**config.mk**
```make
export PLATFORM = sky130hd
export DESIGN_NAME = lph_ctrl
export DESIGN_NICKNAME = d
export VERILOG_FILES = /design/src/rtl/lph_pkg.sv /design/src/rtl/lph_ctrl.sv
export SDC_FILE = /design/constraint.sdc
export NUM_CORES = 1
export LEC_CHECK = 0
export BUFFER_PORTS_ARGS = -buffer_cell sky130_fd_sc_hd__buf_2
export CAP_MARGIN = 0
export CELL_PAD_IN_SITES_DETAIL_PLACEMENT = 0
export CELL_PAD_IN_SITES_GLOBAL_PLACEMENT = 2
export CORE_MARGIN = 3
export CORE_UTILIZATION = 25
export CTS_CLUSTER_DIAMETER = 150
export DETAILED_ROUTE_END_ITERATION = 6
export PLACE_DENSITY_LB_ADDON = 0.05
export SYNTH_ARGS = -nofsm -noshare
export SYNTH_HDL_FRONTEND = slang
export SYNTH_SLANG_ARGS = --single-unit
```
**constraint.sdc**
```tcl
create_clock -name clk -period 3.9 [get_ports clk]
set_clock_uncertainty 0.2 [all_clocks]
set_input_delay 0.195 -clock clk [delete_from_list [all_inputs] [get_ports clk]]
set_output_delay 0.195 -clock clk [all_outputs]
set_load 0.05 [all_outputs]
```
**src/rtl/lph_pkg.sv**
```systemverilog
// ----------------------------------------------------------------------------
// lph_pkg
// Shared types, codes and defaults for the linear probing hash table.
// ----------------------------------------------------------------------------
package lph_pkg;

    localparam int SLOTS_DEFAULT     = 1024;
    localparam int LIMIT_W           = 10;
    localparam int ENTRY_LIMIT_RESET = 512;

    localparam logic [1:0] FN_LOOKUP = 2'd0;
    localparam logic [1:0] FN_INSERT = 2'd1;
    localparam logic [1:0] FN_REMOVE = 2'd2;

    localparam logic [1:0] ST_DONE     = 2'd0;
    localparam logic [1:0] ST_NOTFOUND = 2'd1;
    localparam logic [1:0] ST_FULL     = 2'd2;
    localparam logic [1:0] ST_ZERO     = 2'd3;

    localparam logic [63:0] MIX_C1 = 64'hbf58476d1ce4e5b9;
    localparam logic [63:0] MIX_C2 = 64'h94d049bb133111eb;

    typedef struct packed {
        logic [1:0]  func;
        logic [63:0] key;
        logic [31:0] value;
    } req_t;

    typedef struct packed {
        logic [1:0]  status;
        logic        hit;
        logic [31:0] found_value;
    } rsp_t;

    typedef struct packed {
        logic       clr_wr;
        logic       load_req;
        logic       hash_req;
        logic       hash_scan;
        logic       ptr_home;
        logic       rd;
        logic       ptr_step;
        logic       wr_val;
        logic       wr_new;
        logic       erase_start;
        logic       move;
        logic       erase_end;
        logic       res_load;
        logic [1:0] res_status;
        logic       res_hit;
        logic       res_fv;
        logic       out_load;
    } cmd_t;

    typedef struct packed {
        logic [1:0] func;
        logic       req_zero;
        logic       kd_zero;
        logic       kd_match;
        logic       cnt_last;
        logic       clr_last;
        logic       at_limit;
        logic       hash_valid;
        logic       shift_ok;
    } sts_t;

endpackage

```
**src/rtl/lph_ctrl.sv**
```systemverilog
// ----------------------------------------------------------------------------
// lph_ctrl
// Sequencer: clear sweep, probe walk, insert, backward-shift removal.
// ----------------------------------------------------------------------------
module lph_ctrl (
    input  logic          clk,
    input  logic          rst_n,
    input  logic          req_valid,
    output logic          req_ready,
    output logic          rsp_valid,
    input  logic          rsp_ready,
    input  lph_pkg::sts_t sts,
    output lph_pkg::cmd_t cmd
);
    localparam logic [3:0] S_CLEAR  = 4'd0;
    localparam logic [3:0] S_IDLE   = 4'd1;
    localparam logic [3:0] S_DECODE = 4'd2;
    localparam logic [3:0] S_HASH   = 4'd3;
    localparam logic [3:0] S_PRD    = 4'd4;
    localparam logic [3:0] S_PCHK   = 4'd5;
    localparam logic [3:0] S_ERD    = 4'd6;
    localparam logic [3:0] S_ECHK   = 4'd7;
    localparam logic [3:0] S_EHASH  = 4'd8;
    localparam logic [3:0] S_EEND   = 4'd9;
    localparam logic [3:0] S_RESP   = 4'd10;

    logic [3:0] state_reg, state_next;
    logic       ov_reg, ov_next;
    logic       miss;

    assign req_ready = (state_reg == S_IDLE);
    assign rsp_valid = ov_reg;
    assign miss      = sts.kd_zero || (!sts.kd_match && sts.cnt_last);

    always_comb
    begin
        state_next = state_reg;
        cmd        = '0;
        case (state_reg)
            S_CLEAR:
            begin
                cmd.clr_wr = 1'b1;
                if (sts.clr_last)
                begin
                    state_next = S_IDLE;
                end
            end
            S_IDLE:
            begin
                if (req_valid)
                begin
                    cmd.load_req = 1'b1;
                    state_next   = S_DECODE;
                end
            end
            S_DECODE:
            begin
                if (sts.req_zero)
                begin
                    cmd.res_load   = 1'b1;
                    cmd.res_status = lph_pkg::ST_ZERO;
                    state_next     = S_RESP;
                end
                else if (sts.func != lph_pkg::FN_LOOKUP && sts.func != lph_pkg::FN_INSERT
                         && sts.func != lph_pkg::FN_REMOVE)
                begin
                    cmd.res_load   = 1'b1;
                    cmd.res_status = lph_pkg::ST_DONE;
                    state_next     = S_RESP;
                end
                else
                begin
                    cmd.hash_req = 1'b1;
                    state_next   = S_HASH;
                end
            end
            S_HASH:
            begin
                if (sts.hash_valid)
                begin
                    cmd.ptr_home = 1'b1;
                    state_next   = S_PRD;
                end
            end
            S_PRD:
            begin
                cmd.rd     = 1'b1;
                state_next = S_PCHK;
            end
            S_PCHK:
            begin
                if (!sts.kd_zero && sts.kd_match)
                begin
                    cmd.res_load   = 1'b1;
                    cmd.res_status = lph_pkg::ST_DONE;
                    cmd.res_hit    = 1'b1;
                    state_next     = S_RESP;
                    case (sts.func)
                        lph_pkg::FN_LOOKUP: cmd.res_fv = 1'b1;
                        lph_pkg::FN_INSERT: cmd.wr_val = 1'b1;
                        default:
                        begin
                            cmd.res_load    = 1'b0;
                            cmd.erase_start = 1'b1;
                            state_next      = S_ERD;
                        end
                    endcase
                end
                else if (miss)
                begin
                    cmd.res_load   = 1'b1;
                    cmd.res_status = lph_pkg::ST_NOTFOUND;
                    state_next     = S_RESP;
                    if (sts.func == lph_pkg::FN_INSERT)
                    begin
                        if (sts.at_limit || !sts.kd_zero)
                        begin
                            cmd.res_status = lph_pkg::ST_FULL;
                        end
                        else
                        begin
                            cmd.res_status = lph_pkg::ST_DONE;
                            cmd.wr_new     = 1'b1;
                        end
                    end
                end
                else
                begin
                    cmd.ptr_step = 1'b1;
                    state_next   = S_PRD;
                end
            end
            S_ERD:
            begin
                cmd.rd     = 1'b1;
                state_next = S_ECHK;
            end
            S_ECHK:
            begin
                if (sts.kd_zero)
                begin
                    state_next = S_EEND;
                end
                else
                begin
                    cmd.hash_scan = 1'b1;
                    state_next    = S_EHASH;
                end
            end
            S_EHASH:
            begin
                if (sts.hash_valid)
                begin
                    cmd.move     = sts.shift_ok;
                    cmd.ptr_step = 1'b1;
                    state_next   = sts.cnt_last ? S_EEND : S_ERD;
                end
            end
            S_EEND:
            begin
                cmd.erase_end  = 1'b1;
                cmd.res_load   = 1'b1;
                cmd.res_status = lph_pkg::ST_DONE;
                cmd.res_hit    = 1'b1;
                state_next     = S_RESP;
            end
            S_RESP:
            begin
                if (!ov_reg || rsp_ready)
                begin
                    cmd.out_load = 1'b1;
                    state_next   = S_IDLE;
                end
            end
            default:
            begin
                state_next = S_IDLE;
            end
        endcase
    end

    always_comb
    begin
        ov_next = ov_reg;
        if (cmd.out_load)
        begin
            ov_next = 1'b1;
        end
        else if (rsp_ready)
        begin
            ov_next = 1'b0;
        end
    end

    always_ff @(posedge clk or negedge rst_n)
    begin
        if (!rst_n)
        begin
            state_reg <= S_CLEAR;
            ov_reg    <= 1'b0;
        end
        else
        begin
            state_reg <= state_next;
            ov_reg    <= ov_next;
        end
    end

endmodule

```
==> results of run 1 <==
==> critical path, stage by stage, from the launching register on <==
cell	delay, ns
dfrtp_1	0.65
and4bb_1	0.33
o21ai_0	0.19
o41ai_1	0.33
buf_2	0.31
==> cell type report <==
type                    instances  area [µm²]
repair buffers                 34         175
inverters                       2        7.51
flip-flops and latches          5         125
well taps                      30        37.5
multi-input cells              69         502
clock buffers                   4        26.3
fillers                       290        1650
==> routing by layer <==
metal | global-route usage [%] | part of all wire (%) | vias to the layer above
met1 | 16.0 | 47 | 344
met4 | 2.98 | 0 | 0
met5 | 0 | 0 | -
met2 | 18.5 | 48 | 19
met3 | 3.12 | 5.1 | 0
li1 | - | - | 372
==> report_power, final <==
group	internal, mW	switching [mW]	leakage, nW
Combinational	0.164	0.281	0.398
Clock	0.0386	0.0198	0.0150
Sequential	0.0737	0.0667	0.0634
Total	0.276	0.367	0.477
==> layout by cell type, fill, tap and decap left out, types with 2 or more instances in the layout <==
cell type / count
and4bb_1: 2
nor2b_1: 6
a21oi_1: 4
and3b_1: 2
inv_1: 2
a21o_1: 3
clkbuf_4: 3
and3_1: 4
nor3b_1: 2
nand3_1: 2
nand2_1: 2
and2_1: 3
mux2_2: 2
o21ai_0: 4
buf_2: 33
nor2_1: 8
dfrtp_1: 5
==> path summary, 6_finish.rpt <==
check,startpoint,end,slack [ns],depth (start not counted)
worst max register to register,state_reg[0]$_DFFE_PN0P_,state_reg[2]$_DFFE_PN0P_,1.90,4
worst min-delay path,rst_n,state_reg[2]$_DFFE_PN0P_,0.09,2
max in group asynchronous,rst_n,rsp_valid$_DFFE_PN0P_,3.28,2
worst min register to register,rsp_valid$_DFFE_PN0P_,rsp_valid$_DFFE_PN0P_,0.55,2
min in group clk,rsp_ready,rsp_valid$_DFFE_PN0P_,0.23,3
worst max-delay path,state_reg[0]$_DFFE_PN0P_,cmd[4],1.45,4
==> logic make-up after synthesis <==
group / after synthesis / share of synthesized area [%]
compound gates: 24 / 28.8
buf+inv: 8 / 7.05
mux: 3 / 4.82
flops: 5 / 18.6
simple gates: 42 / 40.8
==> per-stage QoR <==
step / cells / instance area [µm²] / utilization (%)
after floorplan: 82 / 674 / -
after detailed placement: 139 / 837 / 33.2
after global routing: 144 / 873 / 34.6
after global placement: 139 / 837 / 33.2
after CTS: 144 / 873 / 34.6
final: 144 / 873 / 34.6
==> metrics.md, run 1 <==
| Metric | Value |
|---|---|
| Result of the run | complete, no violations |
| DRT iter0 DRCs | 20 |
| Final WL | roughly 1.8 mm |
| Height of the die | 57.9 µm |
| GR Overflow Total | 0 |
| Routed length per instance | between 10 and 15 µm |
| CP max FO | 17 |
| Final antenna diode count | 0 |
| Power Total | about 0.64 mW |
| Layout cells sized above 1 | between 40% and 50% |
| Clk slew on worst S/H paths | about 0.040 ns |
| Register area share after synthesis | between 10% and 20% |
| Initial antenna violation count | 0 |
| Slew @ Worst Pin | about 0.5 ns |
| Leak pwr | ~0.48 nW |
| RePlAce Congestion | 0.738 |
| DP Wirelength | approximately 1.5 mm |
| GRT Resource Usage Total | a little under an eighth |
| Syn avg cell area | a little over 8 µm² |
| RSZ-0062 raised after global routing | no |
| Longest Clk Path Bufs | 2 |
| # setup viols final | 0 |
| Area leader, netlist | dfrtp_1 |
| Pre-Repair DR Iteration Count | 4 |
| Hold-fix buffers, CTS | 1 |
| Final setup TNS | 0 ns |
| Netlist cell types | between 40 and 50 |
| Fmax | between 0.4 and 0.5 GHz |
| Setup slack after layout | 1.45 ns |
| Pre-CTS WS | around 1.7 ns |
| H-Tree Depth | 1 |
| Die area | between 3000 and 4000 µm² |
| Post-synth EDFFs | 0 |
| Worst Path Required | between 3 and 4 ns |
| Synth top area share | between 10% and 20% |
| Fin crit share | 62.8% |
| Relative slew slack | between 60 and 70% |
| Root Driver | clkbuf_4 |
| Synthesis-stage register bit count | 5 |
| Starting Density | 26.7% |
| Count leader, synth | nor2_1 |
| Core Region | 2520 µm² |
| CTS sink cnt | 5 |
| Vias in the first global route | between 600 and 700 |
| DRC viols | 0 |
| P&R area growth vs syn | 29.5% |
| Max-Cap Viols | 0 |
| Asr flop ratio synth | 100% |
| Kind of critical path | reg -> out |
| CTS Buf Count | 3 |
| Max IR drop VDD | 0.415 mV |
| Largest cells by area after synthesis | dfrtp_1 19%, nor2b_1 5.6%, buf_4 4.5%, nor2_1 4.5%, and3_1 3.7% |
| CP endpoint kind | output port |
| Net Count, Synth | 96 |
| Crit path DAT | 2.05 ns |
| First-pass GRT wire length | ~3.1 mm |
| Hold_ws | between 0.09 and 0.1 ns |
| Slew Viols, Final | 0 |
| Final worst path period need | ~2.4 ns |
| Vias | 735 |
| Largest net degree at the start of global routing | 19 |
| CTS tree | yes |
| Via-to-Cell Ratio | 5.10 |
| Post-synth top cells | 8 x nor2_1, 6 x nor2b_1, 5 x dfrtp_1 |
| Routed Antenna Nets | 0 |
| Mapped Area | about 670 µm² |
| I/O Buffers | 33 |
| CP startpoint kind | flop |
| Power Dens Cells | around 740 nW/µm² |
| Max FFs per register | 4 |
| Primary FF master, synth | dfrtp_1 |
| Nets | ~130 |
| Cts repair resizes | 0 |
| Hold Path Class | in -> async |
| I/O pins | 34 |
| Hold violation count in the final report | 0 |
| Yosys Warn Count | 0 |
| Rows | 18 |
| Die W | between 50 and 60 µm |
| Synthesized instance count | 82 |
| Latest clock arrival within the worst-skew pair | about 0.24 ns |
| Setup Fix Bufs, Post-CTS | 0 |
Note: power is estimated with default switching activity, not from simulation.
==> run 2: changes to the inputs <==
--- a/config.mk
+++ b/config.mk
@@ -10,7 +10,7 @@
 export CELL_PAD_IN_SITES_DETAIL_PLACEMENT = 0
 export CELL_PAD_IN_SITES_GLOBAL_PLACEMENT = 2
 export CORE_MARGIN = 3
-export CORE_UTILIZATION = 25
+export CORE_UTILIZATION = 24
 export CTS_CLUSTER_DIAMETER = 150
 export DETAILED_ROUTE_END_ITERATION = 6
 export PLACE_DENSITY_LB_ADDON = 0.05
==> constraint.sdc (replaced) <==
create_clock -name clk -period 2.5 [get_ports clk]
set_clock_uncertainty 0.2 [all_clocks]
set_input_delay 0.125 -clock clk [delete_from_list [all_inputs] [get_ports clk]]
set_output_delay 0.125 -clock clk [all_outputs]
set_load 0.05 [all_outputs]
==> metrics.md, run 2 (synthesized netlist as in run 1, its figures left out) <==
| Metric | Value |
|---|---|
| Longest Clk Path Bufs | 2 |
| Height of the die | 59.0 µm |
| Hold violation count in the final report | 0 |
| Clk pwr share | approximately 8.6% |
| Final setup TNS | 0 ns |
| Core Region | between 2000 and 3000 µm² |
| Reg2reg end | state_reg[2]$_DFFE_PN0P_ |
| Die W | 59.0 µm |
| Routed Antenna Nets | 0 |
| Final antenna diode count | 0 |
| Slew @ Worst Pin | ~0.46 ns |
| Rows | 18 |
| CP endpoint kind | output port |
| DRT iter0 DRCs | 17 |
| Cell-internal power | about 0.46 mW |
| Layout cells sized above 1 | a little under half |
| Kind of critical path | reg -> out |
| CTS Buf Count | 3 |
| Power Dens Cells | approximately 1200 nW/µm² |
| Max IR drop VDD | around 0.64 mV |
| Hold Path Class | in -> async |
| Reg2Reg Depth | 5 |
| H-Tree Depth | 1 |
| P&R area growth vs syn | 34.9% |
| Relative slew slack | between 60% and 70% |
| Leak pwr | approximately 0.50 nW |
| Most common cell after layout, fill and taps aside | buf_2 |
| Max FFs per register | 4 |
| RSZ-0062 raised after global routing | no |
| Starting Density | about a quarter |
| GRT Resource Usage Total | about 12% |
| Slowest cell delay on critical path | 0.52 ns |
| I/O pins | 34 |
| Die area | around 3500 µm² |
| Max-Cap Viols | 0 |
| Fin crit share | just over 90% |
| Crit Reg-Reg Startpoint | state_reg[3]$_DFFE_PN0P_ |
| DRC viols | 0 |
| DP Wirelength | 1.58 mm |
| Final WL | just under 2 mm |
| Logic pwr share | between 70% and 80% |
| Nets | 132 |
| Vias in the first global route | slightly below 700 |
| R2r setup slk | about 0.61 ns |
| Commonest non-fill, non-tap cells in the layout | 33 x buf_2, 8 x nor2_1, 6 x nor2b_1 |
| Clk slew on worst S/H paths | approximately 0.040 ns |
| First-pass GRT wire length | roughly 3.1 mm |
| RePlAce Congestion | 0.722 |
| Crit path DAT | just under 2 ns |
| Vias | 733 |
| Crit-path cells | and4bb_1 > o21ai_0 > o41ai_2 > buf_2 |
| Switching share of power | 56.4% |
| Fmax | approximately 0.44 GHz |
| Largest net degree at the start of global routing | 16 |
| CTS sink cnt | 5 |
| I/O Buffers | 33 |
| CP startpoint kind | flop |
| Via-to-Cell Ratio | between 4 and 5 |
| CP max FO | 15 |
| Buf/Inv on CP | 1 |
| CP max-delay cell | dfrtp_1 |
| CTS tree | yes |
| Pre-Repair DR Iteration Count | 2 |
| Final core occ | a little over a third |
| GR Overflow Total | 0 |
| # setup viols final | 0 |
| Power share of the sequential group | 19.4% |
| Result of the run | complete, no violations |
| Root Driver | clkbuf_4 |
| Slew Viols, Final | 0 |
| Routed length per instance | about 13 µm |
| Latest clock arrival within the worst-skew pair | around 0.24 ns |
| Top delay family on crit path | flip-flops |
| Worst Path Required | approximately 2.2 ns |
| Final worst path period need | around 2.3 ns |
| Initial antenna violation count | 0 |
| Cts repair resizes | 0 |
| Net switching power | between 0.5 and 0.6 mW |
-- run 2: area by class of cell --
type,count,area [µm²]
clock buffer,4,26.3
fill,291,1660
inverter,2,7.51
multi-input combinational,69,515
sequential,5,125
tap,30,37.5
timing repair buffer,37,198
-- run 2: layer usage --
| layer | wire length (µm) | GRT usage, % | up-vias |
|---|---|---|---|
| met5 | 0 | 0 | - |
| met4 | 0 | 1.94 | 0 |
| met3 | 124 | 3.49 | 0 |
| met2 | 887 | 18.0 | 21 |
| met1 | 943 | 16.1 | 333 |
| li1 | - | - | 379 |
-- run 2: how the worst max path moves through the flow --
stage	from	end	slack [ns]	depth (start not counted)
6_report	state_reg[1]$_DFFE_PN0P_	cmd[4]	0.20	4
5_1_grt	state_reg[1]$_DFFE_PN0P_	cmd[4]	0.07	4
4_1_cts	state_reg[1]$_DFFE_PN0P_	cmd[4]	0.20	4
3_5_place_dp	state_reg[1]$_DFFE_PN0P_	cmd[4]	0.47	4
3_3_place_gp	state_reg[1]$_DFFE_PN0P_	cmd[4]	0.50	4
2_1_floorplan	state_reg[3]$_DFFE_PN0P_	cmd[3]	0.15	3
-- run 2: repair_timing --
action                                 CTS  global route
buffers inserted                         0             0
hold buffers                             1             0
setup endpoints to repair                0             0
endpoints found under the hold margin    5             0
-- run 2: through the flow --
stage	area, µm²	std cells	worst slack [ns]	hold slack, ns	total power, mW
2_1_floorplan	688	82	0.149	-0.371	0.815
5_1_grt	910	147	0.0745	0.0375	1.13
3_5_place_dp	873	142	0.467	-0.253	0.967
4_1_cts	910	147	0.197	0.0276	1.06
3_3_place_gp	873	142	0.505	-0.255	0.969
6_report	910	147	0.205	0.0278	1.05
-- run 2: power groups by stage --
| stage | combinational, mW | clock [mW] | sequential (mW) |
|---|---|---|---|
| after CTS | 0.765 | 0.0936 | 0.204 |
| after floorplan | 0.654 | 0 | 0.161 |
| after global placement | 0.767 | 0 | 0.202 |
| final | 0.755 | 0.0903 | 0.204 |
| after global routing | 0.815 | 0.101 | 0.218 |
| after detailed placement | 0.763 | 0 | 0.205 |
